<file path="config.mk">
export PLATFORM = sky130hd
export DESIGN_NAME = upnt_cell
export DESIGN_NICKNAME = d
export VERILOG_FILES = /design/src/sv/upnt_pkg.sv /design/src/sv/upnt_cell.sv
export SDC_FILE = /design/constraint.sdc
export NUM_CORES = 1
export LEC_CHECK = 0
export ABC_AREA = 1
export BUFFER_PORTS_ARGS = -buffer_cell sky130_fd_sc_hd__buf_2
export CORE_MARGIN = 4
export CORE_UTILIZATION = 47
export DETAILED_ROUTE_END_ITERATION = 10
export MAX_ROUTING_LAYER = met4
export PLACE_DENSITY = 0.74
export SETUP_SLACK_MARGIN = 0.05
export SLEW_MARGIN = 15
export SYNTH_ARGS = -nofsm -noshare
export SYNTH_HDL_FRONTEND = slang
export SYNTH_SLANG_ARGS = --single-unit
export TNS_END_PERCENT = 1
</file>
<file path="constraint.sdc">
create_clock -name i_clk -period 5.75 [get_ports i_clk]
set_input_delay 1.15 -clock i_clk [delete_from_list [all_inputs] [get_ports i_clk]]
set_output_delay 1.15 -clock i_clk [all_outputs]
set_load 0.005 [all_outputs]
</file>
<file path="src/sv/upnt_pkg.sv">
// ============================================================================
// upnt_pkg: shared types and constants for the UDP port NAT translator
// Table size, action codes, header constants, and the word that travels along
// the cell chain.
// ============================================================================
package upnt_pkg;

    localparam int NAT_ENTRIES = 64;

    localparam logic [15:0] ETHER_IPV4 = 16'd2048;
    localparam logic [7:0]  PROTO_UDP  = 8'd17;
    localparam logic [15:0] PORT_FIRST = 16'd1;
    localparam logic [15:0] PORT_LAST  = 16'd65534;

    localparam logic [2:0] ACT_SEND_EXT     = 3'd0;
    localparam logic [2:0] ACT_SEND_INT     = 3'd1;
    localparam logic [2:0] ACT_IGNORED      = 3'd2;
    localparam logic [2:0] ACT_DROP_UNKNOWN = 3'd3;
    localparam logic [2:0] ACT_DROP_FULL    = 3'd4;

    typedef enum logic [1:0] {
        K_OUTBOUND,
        K_INBOUND,
        K_IGNORE
    } t_kind;

    typedef enum logic [1:0] {
        S_IDLE,
        S_RUN,
        S_HOLD
    } t_state;

    // Word handed from cell to cell. For outbound words key_port carries the
    // port to assign if an insert happens; for inbound words it is the
    // destination port to match.
    typedef struct packed {
        logic        vld;
        t_kind       kind;
        logic [31:0] addr;
        logic [15:0] sport;
        logic [47:0] mac;
        logic [15:0] key_port;
        logic        hit;
        logic        new_ent;
        logic [31:0] res_addr;
        logic [15:0] res_port;
        logic [47:0] res_mac;
    } t_tok;

    typedef struct packed {
        logic [2:0]  action;
        logic [31:0] addr;
        logic [15:0] port;
        logic [47:0] mac;
        logic        new_mapping;
    } t_res;

endpackage

</file>
<file path="src/sv/upnt_cell.sv">
// ============================================================================
// upnt_cell: one translation table entry
// Holds one mapping, checks the passing word against it, claims a free entry
// for a new outbound mapping, and registers the word for the next cell.
// ============================================================================
module upnt_cell (
    input  logic            i_clk,
    input  logic            i_rst_n,
    input  upnt_pkg::t_tok  i_tok,
    output upnt_pkg::t_tok  o_tok
);

    logic        r_valid;
    logic [31:0] r_addr;
    logic [15:0] r_sport;
    logic [47:0] r_mac;
    logic [15:0] r_mport;
    upnt_pkg::t_tok r_tok;
    upnt_pkg::t_tok n_tok;
    logic        n_wr;

    always_comb begin
        n_tok = i_tok;
        n_wr  = 1'b0;
        if (i_tok.vld && !i_tok.hit && !i_tok.new_ent) begin
            if (r_valid) begin
                unique case (i_tok.kind)
                    upnt_pkg::K_OUTBOUND: begin
                        if (r_addr == i_tok.addr && r_sport == i_tok.sport &&
                            r_mac == i_tok.mac) begin
                            n_tok.hit      = 1'b1;
                            n_tok.res_port = r_mport;
                        end
                    end
                    upnt_pkg::K_INBOUND: begin
                        if (r_mport == i_tok.key_port) begin
                            n_tok.hit      = 1'b1;
                            n_tok.res_addr = r_addr;
                            n_tok.res_port = r_sport;
                            n_tok.res_mac  = r_mac;
                        end
                    end
                    default: ;
                endcase
            end else if (i_tok.kind == upnt_pkg::K_OUTBOUND) begin
                // entries fill from the front, so every valid entry was checked
                n_wr           = 1'b1;
                n_tok.new_ent  = 1'b1;
                n_tok.res_port = i_tok.key_port;
            end
        end
    end

    always_ff @(posedge i_clk) begin
        if (!i_rst_n) begin
            r_valid <= 1'b0;
        end else if (n_wr) begin
            r_valid <= 1'b1;
        end
    end

    always_ff @(posedge i_clk) begin
        if (n_wr) begin
            r_addr  <= i_tok.addr;
            r_sport <= i_tok.sport;
            r_mac   <= i_tok.mac;
            r_mport <= i_tok.key_port;
        end
    end

    always_ff @(posedge i_clk) begin
        if (!i_rst_n) begin
            r_tok.vld <= 1'b0;
        end else begin
            r_tok <= n_tok;
        end
    end

    assign o_tok = r_tok;

endmodule

</file>
==> run metrics, run 1 <==
status=complete, no violations; Yosys reg bits=approximately 330; final worst setup slack=2.47 ns; CTS root buffer=clkbuf_16; Final setup viols=0; CTS tree=yes; drt total wl=41800 um; Peak Freq=305 MHz; die width=184 um; gpl congestion=0.847; R2R setup slack=about 2.8 ns; post-CTS setup buffers=0; hold depth=1; ys async rst share=0; die footprint=between 30000 and 40000 um^2; post-synth cell types=28; post-route minimum period=between 3 and 4 ns; DRC=0; first-pass GRT wire length=a little over 60000 um; via density per instance=roughly 5; number of buffers added on ports=427; layout cell share with drive strength beyond 1=0.324; Worst path max stage delay=around 0.7 ns; initial antenna violation count=5; Post-Syn Nets=between 1000 and 1500; largest net degree at the start of global routing=around 120; pwr dens=between 300 and 400 nW/um^2; Tcrit/Tclk final=0.570; pre-CTS setup slack=1.94 ns; VDD IR max=approximately 260 uV; Pleak=roughly 0.0082 uW; arrival time worst endpoint=~3.5 ns; Worst Skew=between 0.015 and 0.02 ns; max-cap violations=0; Reg-to-Reg Start=r_mport[6]; Iter 0 DRT Violations=~770; Worst setup SP type=input pin; number of synthesized flops with an enable pin=~320; RSZ-0062 raised after global routing=false; Top-Level Pins=428; Layout Area Growth over Synthesis=25.7%; clock sinks=approximately 330; drt wl/cell=between 15 and 20 um; CP Capture Type=flop; hold path startpoint=r_mac[45]; GRT Total Usage=0.245; required time of the critical path=roughly 6 ns; worst slew pin tran=between 1 and 1.5 ns; 1st-pass router iterations=7; final global-route overflow total=0; Avg Inst Size Synth=11.5 um^2; Worst-path clk slew=roughly 0.060 ns; Worst R2R End=o_tok[80]; Die Y=between 150 and 200 um; Worst Hold End=o_tok[45]; crit-path max FO=between 60 and 70; Rel. slew slack=0.315; fin nets=around 1900; slowest CP cell=nor2_1; ys flop type=edfxtp_1; insertion delay to the later sink of the worst-skew pair=about 0.52 ns; Warnings, synthesis=0; post-synthesis cell count=approximately 1300; most frequent cells in the layout=426 x buf_2, 348 x nand2_1, 324 x edfxtp_1, 122 x nor2_1, 119 x inv_1; register area share after synthesis=0.671; kind of critical path=input pin to flop; CTS Hold Buffers Added=0; Final Hold Vio Count=0; cell chain of the critical path=buf_2 -> nor2_1 -> nand2_1 -> inv_6 -> buf_4; post-route ant nets=0; CORE AREA=30600 um^2; Post-Syn Area=around 15000 um^2; overall power=~5600 uW; Pins Over Slew Limit=0; cts bufs inserted=37; most common cell after layout, fill and taps aside=buf_2; Rows=64; post-CTS resize count=0; Setup TNS Final=0 ns; clock buffer depth=3; R2R cell count=7; DP HPWL=31600 um; min-delay worst type=flop to flop; H-tree levels=2; Initial Util=0.476; vias in the first global route=between 10000 and 15000; vias after detailed routing=between 10000 and 15000
## critical path, delay by kind of cell
kind                   cells  cell delay, ns
buffers and inverters      3            1.24
AND/OR/NAND/NOR            2            0.99
## how the worst max path moves through the flow
stage | start | end | slack (ns)
after floorplan | i_tok[211] | o_tok[50] | 0.26
after global placement | i_tok[211] | r_mac[26] | 2.09
after detailed placement | i_tok[211] | r_mac[26] | 1.94
after CTS | i_tok[211] | r_mac[26] | 2.48
after global routing | i_tok[211] | r_mac[26] | 2.26
final | i_tok[211] | r_mac[26] | 2.47
## cell families (layout without fill, tap and decap cells)
group	count (synthesis)	after routing	synth area share
flops	326	326	0.671
xor+xnor	88	88	0.0529
other cells	0	5	0
buf+inv	172	644	0.0479
simple gates	506	506	0.137
mux	44	44	0.0454
compound gates	126	126	0.0454
## stage by stage
step / hold slack [ns] / std cells / util / cell area, um^2
2_1_floorplan: 0.556 / 1262 / - / 14600
3_3_place_gp: 0.583 / 2065 / 0.559 / 17100
3_5_place_dp: 0.591 / 2065 / 0.559 / 17100
4_1_cts: 0.603 / 2130 / 0.598 / 18300
5_1_grt: 0.617 / 2135 / 0.598 / 18300
6_report: 0.602 / 2135 / 0.598 / 18300
## synth_stat cells (5+ instances only)
library cell	n	area share
a21oi_1	47	0.016
a22oi_1	11	0.0057
buf_2	8	0.0028
buf_6	5	0.0039
clkbuf_1	10	0.0026
edfxtp_1	324	0.67
inv_1	120	0.031
inv_2	27	0.0070
mux2_4	44	0.045
nand2_1	348	0.090
nand3_1	14	0.0048
nand4_1	10	0.0043
nor2_1	122	0.031
o21ai_0	17	0.0058
o21ai_1	50	0.017
xnor2_1	45	0.027
xor2_1	43	0.026
## layer usage
layer  share of wire  GRT usage  vias to the layer above
li1                -          -                     5126
met1            0.39      0.303                     5018
met5               0          -                        -
met4           0.021     0.0583                        0
met2            0.51      0.418                      478
met3           0.084     0.0493                       66
## area by class of cell
cell class	instances	area, um^2
Fill cell	2495	12300
Sequential cell	326	9770
Multi-Input combinational cell	764	4100
Timing Repair Buffer	432	2180
Clock buffer	44	995
Inverter	147	557
Tap cell	396	495
Clock inverter	21	180
Antenna cell	5	12.5
## sequential cells by signal (all words and copies together), names as in the netlist
signal and count:
r_mport 16, r_sport 16, r_mac 48, r_addr 32
r_valid 1, o_tok 213
## where the power goes
part / total, uW / internal, uW / switching, uW
registers: 2800 / 2760 / 38.7
clock network: 2300 / 1370 / 936
logic: 496 / 211 / 285
total: 5600 / 4340 / 1260
(Power assumes the default switching activity.)
==> run 2: changes to the inputs <==
--- a/config.mk
+++ b/config.mk
@@ -5,13 +5,13 @@
 export SDC_FILE = /design/constraint.sdc
 export NUM_CORES = 1
 export LEC_CHECK = 0
-export ABC_AREA = 1
+export ABC_AREA = 0
 export BUFFER_PORTS_ARGS = -buffer_cell sky130_fd_sc_hd__buf_2
 export CORE_MARGIN = 4
-export CORE_UTILIZATION = 47
+export CORE_UTILIZATION = 45
 export DETAILED_ROUTE_END_ITERATION = 10
 export MAX_ROUTING_LAYER = met4
-export PLACE_DENSITY = 0.74
+export PLACE_DENSITY = 0.73
 export SETUP_SLACK_MARGIN = 0.05
 export SLEW_MARGIN = 15
 export SYNTH_ARGS = -nofsm -noshare
==> constraint.sdc (replaced) <==
create_clock -name i_clk -period 2.86 [get_ports i_clk]
set_input_delay 0.572 -clock i_clk [delete_from_list [all_inputs] [get_ports i_clk]]
set_output_delay 0.572 -clock i_clk [all_outputs]
set_load 0.005 [all_outputs]
==> run 2 against run 1 <==
Against the previous run:
- critical path depth increased by 5
- sequential cell count unchanged
- via count decreased by 26%
- clock skew increased by 0.0030 ns
- cell count decreased by 27%
- hold slack got worse by 0.33 ns
==> run metrics, run 2 <==
Yosys reg bits=approximately 330; fin nets=~1400; xor/xnor share of the synthesized area=0.0775; largest net degree at the start of global routing=85; Area after DPL=around 16000 um^2; max FFs per register=approximately 210; sw frac=0.215; simple logic cell fraction of the synthesized area=0.0357; Reg-to-Reg Start=r_addr[17]; GRT Total Usage=0.212; placed insts=approximately 1500; Compound-Gate Fraction of Synth Area=0.0320; worst slew pin tran=~0.59 ns; vias after detailed routing=approximately 7900; Tcrit/Tclk final=0.912; Critical Path Sink=o_tok[55]; multi-input logic area=2790 um^2; via density per instance=about 5; required time of the critical path=3.11 ns; pre-CTS setup slack=-0.338 ns; Worst Skew=between 0.015 and 0.02 ns; Post-Syn Area=between 10000 and 15000 um^2; post-synth cell types=41; crit-path max FO=11; ys flop type=edfxtp_1; kind of critical path=flop to flop; share of the synthesized area in the top cell type=0.768; Worst setup SP type=flop; most common cell in the netlist=edfxtp_1; CTS tree=yes; cts bufs inserted=34; Iter 0 DRT Violations=522; clock sinks=between 300 and 400; DP HPWL=about 24000 um; VDD IR max=527 uV; Worst R2R End=o_tok[55]; register share of total power=0.525; biggest area consumer among synthesized cells=edfxtp_1; Final setup viols=0; gpl congestion=about 0.87; final global-route overflow total=0; H-tree levels=2; R2R setup slack=approximately 0.25 ns; post-route ant nets=0; RSZ-0062 raised after global routing=false; initial antenna violation count=8; drt wl/cell=around 21 um; 1st-pass router iterations=6; CP Capture Type=flop; vias in the first global route=around 8300; min-delay worst type=input pin to flop; Layout Area Growth over Synthesis=31.9%; most area-consuming cells after synthesis=edfxtp_1 77%, xor2_1 7.7%, mux2_2 7.1%; drt total wl=32900 um; die footprint=about 31000 um^2; largest family of logic cells by synthesized area=XOR/XNOR gates; Worst-path clk slew=around 0.060 ns; number of synthesized flops with an enable pin=between 300 and 400; max-cap violations=0; Warnings, synthesis=0; first-pass GRT wire length=approximately 49000 um; Avg Inst Size Synth=~19 um^2; final instance area=around 17000 um^2; Post-Syn Nets=~900; register area share after synthesis=0.771; P_int=between 8000 and 9000 uW; P_sw=2310 uW; post-route minimum period=2.61 ns; final worst setup slack=0.252 ns; Worst path max stage delay=slightly below 0.4 ns; CORE AREA=27800 um^2; Final Hold Vio Count=0; Adder-Cell Fraction of Synth Area=0; Rel. slew slack=0.608; Rows=61; Comb pwr share=0.078; die width=between 150 and 200 um; CTS Hold Buffers Added=0; Worst Setup SP=r_addr[17]; # fillers=between 2000 and 2500; most common cell after layout, fill and taps aside=buf_2; layout cell share with drive strength beyond 1=0.513; most frequent CP cell=buf_4; ys async rst share=0; clock buffer depth=3; cell chain of the critical path=xor2_1 -> nor4_1 -> buf_4 -> nand4_1 -> buf_4 -> nor4_4 -> buf_4 -> a311oi_2 -> buf_12 -> a221o_1; Non-Filler Instances=1562; clock power share=0.397; post-synthesis cell count=667; most frequent cells in the layout=426 x buf_2, 324 x edfxtp_1, 112 x xor2_1, 80 x mux2_2, 34 x clkbuf_16; Peak Freq=about 380 MHz; CTS root buffer=clkbuf_16; status=complete, no violations; Post-synth top cells=324 x edfxtp_1, 112 x xor2_1, 80 x mux2_2; R2R cell count=10; FF+latch area=9770 um^2; slowest CP cell=edfxtp_1; pwr dens=644 nW/um^2; Top-Level Pins=roughly 430; arrival time worst endpoint=roughly 2.9 ns; number of buffers added on ports=427; Pins Over Slew Limit=0; Initial Util=0.456; Die Y=around 180 um; insertion delay to the later sink of the worst-skew pair=between 0.5 and 0.6 ns; Pleak=0.00661 uW; DRC=0; multiplexer share of the synthesized area=0.0727
==> run 2: cell types whose count changed after synthesis, moves of 28 or more <==
cell     before  now
inv_1       120   10
xnor2_1      45    0
mux2_2        0   80
nor4_1        0   28
xor2_1       43  112
a21oi_1      47    2
mux2_4       44    0
nor2_1      122   16
o21ai_1      50    0
nand2_1     348    7
==> run 2: timing repair <==
item	in CTS	in global routing
pin swaps	1	1
gates resized for setup	1	2
buffers inserted	0	1
endpoints found under the setup margin	13	15
==> run 2: worst min path at each step <==
stage / from / to / slack [ns] / depth (start not counted)
finish: i_tok[194] / o_tok[194] / 0.27 / 1
global route: i_tok[151] / r_mac[37] / 0.25 / 1
CTS: i_tok[194] / o_tok[194] / 0.25 / 1
detailed placement: r_addr[13] / o_tok[77] / 0.58 / 1
global placement: r_mac[7] / o_tok[7] / 0.58 / 1
floorplan: r_mac[23] / o_tok[23] / 0.57 / 1
==> run 2: stage by stage <==
stage	hold WS (ns)	util	setup TNS (ns)	power [uW]
global placement	0.578	0.561	-4.01	6560
floorplan	0.572	-	0	5960
detailed placement	0.585	0.561	-4.88	6590
global route	0.251	0.601	0	11200
CTS	0.247	0.600	0	10900
finish	0.272	0.601	0	10800
==> run 2: area by class of cell <==
class / instances / share of cell area
flip-flops and latches: 326 / 0.585
well taps: 378 / 0.0283
clock inverters: 18 / 0.0109
repair buffers: 463 / 0.152
clock buffers: 43 / 0.0529
diodes: 9 / 0.00135
inverters: 10 / 0.00255
multi-input cells: 315 / 0.167
==> run 2: power groups by stage <==
stage / clock network, uW / registers [uW] / logic, uW
after floorplan: 0 / 5780 / 179
after global placement: 0 / 5740 / 824
after detailed placement: 0 / 5750 / 840
after CTS: 4380 / 5650 / 845
after global routing: 4590 / 5670 / 907
final: 4270 / 5650 / 834
==> run 2: critical path: cells and delay by family (launching register included) <==
kind / cells / cell delay [ns]
buffers and inverters: 4 / 0.70
AND/OR/NAND/NOR: 3 / 0.66
XOR/XNOR: 1 / 0.18
flip-flops: 1 / 0.39
AO/OA/AOI/OAI: 2 / 0.41
==> run 2: kinds of logic (layout without fill, tap and decap cells) <==
logic type,count (synthesis),count (layout)
buf+inv,26,534
simple gates,74,74
compound gates,47,47
other cells,0,9
flops,326,326
mux,82,82
xor+xnor,112,112
==> run 2: per-layer routing <==
layer | routed length [um] | track usage
met5 | 0 | -
met4 | 871 | 0.0676
met1 | 12600 | 0.254
met2 | 16700 | 0.347
met3 | 2740 | 0.0637
==> run 3: changes to the inputs <==
--- a/config.mk
+++ b/config.mk
@@ -7,11 +7,11 @@
 export LEC_CHECK = 0
 export ABC_AREA = 0
 export BUFFER_PORTS_ARGS = -buffer_cell sky130_fd_sc_hd__buf_2
-export CORE_MARGIN = 4
-export CORE_UTILIZATION = 45
+export CORE_AREA = 4 4 163 165
 export DETAILED_ROUTE_END_ITERATION = 10
+export DIE_AREA = 0 0 167 169
 export MAX_ROUTING_LAYER = met4
-export PLACE_DENSITY = 0.73
+export PLACE_DENSITY = 0.77
 export SETUP_SLACK_MARGIN = 0.05
 export SLEW_MARGIN = 15
 export SYNTH_ARGS = -nofsm -noshare
==> constraint.sdc (replaced) <==
create_clock -name i_clk -period 3.13 [get_ports i_clk]
set_input_delay 0.626 -clock i_clk [delete_from_list [all_inputs] [get_ports i_clk]]
set_output_delay 0.626 -clock i_clk [all_outputs]
set_load 0.005 [all_outputs]
==> run 3 against run 2 <==
Against the previous run:
- largest cell class unchanged
- clock skew is 0.0084 ns lower
- register-to-register slack hardly changed
- setup slack got worse by 0.0057 ns
- utilization grew 6.2 points
- sequential power fell by 8.7%
- highest routed layer unchanged
- cell count down 4.0%
- count of clock-buffer cells in the layout is 1 lower
- sequential cell count unchanged
==> run metrics, run 3 (synthesis gave the netlist of run 2 again) <==
Layout Area Growth over Synthesis=31.2%; worst slew pin tran=approximately 0.97 ns; CTS Hold Buffers Added=0; drt total wl=~33000 um; clock power share=0.417; DP HPWL=about 24000 um; post-route ant nets=0; sw frac=0.204; max-cap violations=0; crit-path max FO=11; Worst R2R End=o_tok[61]; VDD IR max=approximately 560 uV; pre-CTS setup slack=-0.0845 ns; number of buffers added on ports=approximately 430; required time of the critical path=between 3 and 4 ns; Iter 0 DRT Violations=651; Worst Setup SP=r_addr[22]; clock sinks=326; Critical Path Sink=o_tok[61]; CP Capture Type=flop; H-tree levels=2; Worst path max stage delay=about 0.62 ns; Worst-path clk slew=0.06 ns; cell chain of the critical path=xor2_1 -> nor4_1 -> nand4_1 -> nor4_4 -> a311oi_2 -> a221o_1; P_int=approximately 8100 uW; max FFs per register=~210; Worst Skew=around 0.011 ns; most common cell after layout, fill and taps aside=buf_2; most frequent cells in the layout=426 x buf_2, 324 x edfxtp_1, 112 x xor2_1, 80 x mux2_2, 37 x clkbuf_16; Area after DPL=about 15000 um^2; CORE AREA=25000 um^2; die width=167 um; Die Y=between 150 and 200 um; Reg-to-Reg Start=r_addr[22]; Tcrit/Tclk final=0.921; cts bufs inserted=34; vias in the first global route=8144; fin nets=about 1400; Rows=58; initial antenna violation count=7; final worst setup slack=~0.25 ns; Pins Over Slew Limit=0; vias after detailed routing=roughly 7900; insertion delay to the later sink of the worst-skew pair=about 0.50 ns; layout cell share with drive strength beyond 1=0.506; post-CTS resize count=0; Top-Level Pins=between 400 and 500; hold depth=1; overall power=10200 uW; Peak Freq=347 MHz; CP Buf/Inv Count=0; kind of critical path=flop to flop; CTS root buffer=clkbuf_16; clock buffer depth=3; status=complete, no violations; # fillers=1752; P_sw=2070 uW; Final Util=0.664; min-delay worst type=input pin to flop; placed insts=about 1400; Worst setup SP type=flop; R2R setup slack=0.25 ns; drt wl/cell=roughly 22 um; slowest CP cell=nor4_1; Final setup viols=0; Comb pwr share=0.074; Initial Util=0.506; DRC=0; arrival time worst endpoint=between 3 and 4 ns; via density per instance=~5.3; GRT Total Usage=0.232; Worst path depth=6; R2R cell count=6; post-route minimum period=about 2.9 ns; pwr dens=around 600 nW/um^2; 1st-pass router iterations=5; CP top delay family=simple AND/OR/NAND/NOR gates; gpl congestion=between 0.8 and 0.9; final instance area=around 17000 um^2; final global-route overflow total=0; Rel. slew slack=0.352; CTS tree=yes; die footprint=28200 um^2; Non-Filler Instances=about 1500; Final Hold Vio Count=0; post-CTS setup buffers=0; register share of total power=0.509; Pleak=approximately 0.0066 uW; first-pass GRT wire length=48900 um; hold path startpoint=i_tok[163]; RSZ-0062 raised after global routing=false; largest net degree at the start of global routing=54
==> run 3: worst reg2reg max path, delay by kind of cell, from the launching register on <==
kind                      cells  cell delay (ns)
AOI/OAI and AO/OA             2             0.75
xor gates and xnor gates      1             0.18
DFF                           1             0.41
and+or+nand+nor               3             1.29
==> run 3: area by class of cell <==
class,count,area [um^2],area share
Inverter,10,42.5,0.00256
Sequential cell,326,9770,0.588
Clock buffer,42,945,0.0569
Multi-Input combinational cell,315,2770,0.167
Timing Repair Buffer,449,2410,0.145
Tap cell,330,413,0.0249
Clock inverter,19,241,0.0145
Antenna cell,8,20.0,0.00121
==> run 3: worst min path at each step <==
stage                  to  slack (ns)
5_1_grt         r_addr[2]        0.32
2_1_floorplan   o_tok[23]        0.57
6_report       o_tok[163]        0.35
4_1_cts        o_tok[180]        0.32
3_5_place_dp    o_tok[72]        0.59
3_3_place_gp    o_tok[37]        0.58
==> run 3: power by group through the flow <==
stage	clock, uW	sequential, uW	combinational [uW]
CTS	4310	5170	762
global placement	0	5250	739
finish	4230	5160	754
floorplan	0	5280	163
detailed placement	0	5250	756
global route	4520	5190	813
==> run 3: metal layers <==
layer | up-vias | GRT usage | wire, um
li1 | 3586 | - | -
met1 | 3859 | 0.287 | 12900
met2 | 399 | 0.387 | 16800
met3 | 65 | 0.0542 | 2770
met4 | 0 | 0.0704 | 922
met5 | - | - | 0
==> run 3: stage by stage <==
| step | setup TNS, ns | hold slack (ns) |
|---|---|---|
| 5_1_grt | 0 | 0.324 |
| 3_3_place_gp | -0.392 | 0.579 |
| 4_1_cts | 0 | 0.320 |
| 6_report | 0 | 0.345 |
| 3_5_place_dp | -0.809 | 0.587 |
| 2_1_floorplan | 0 | 0.572 |
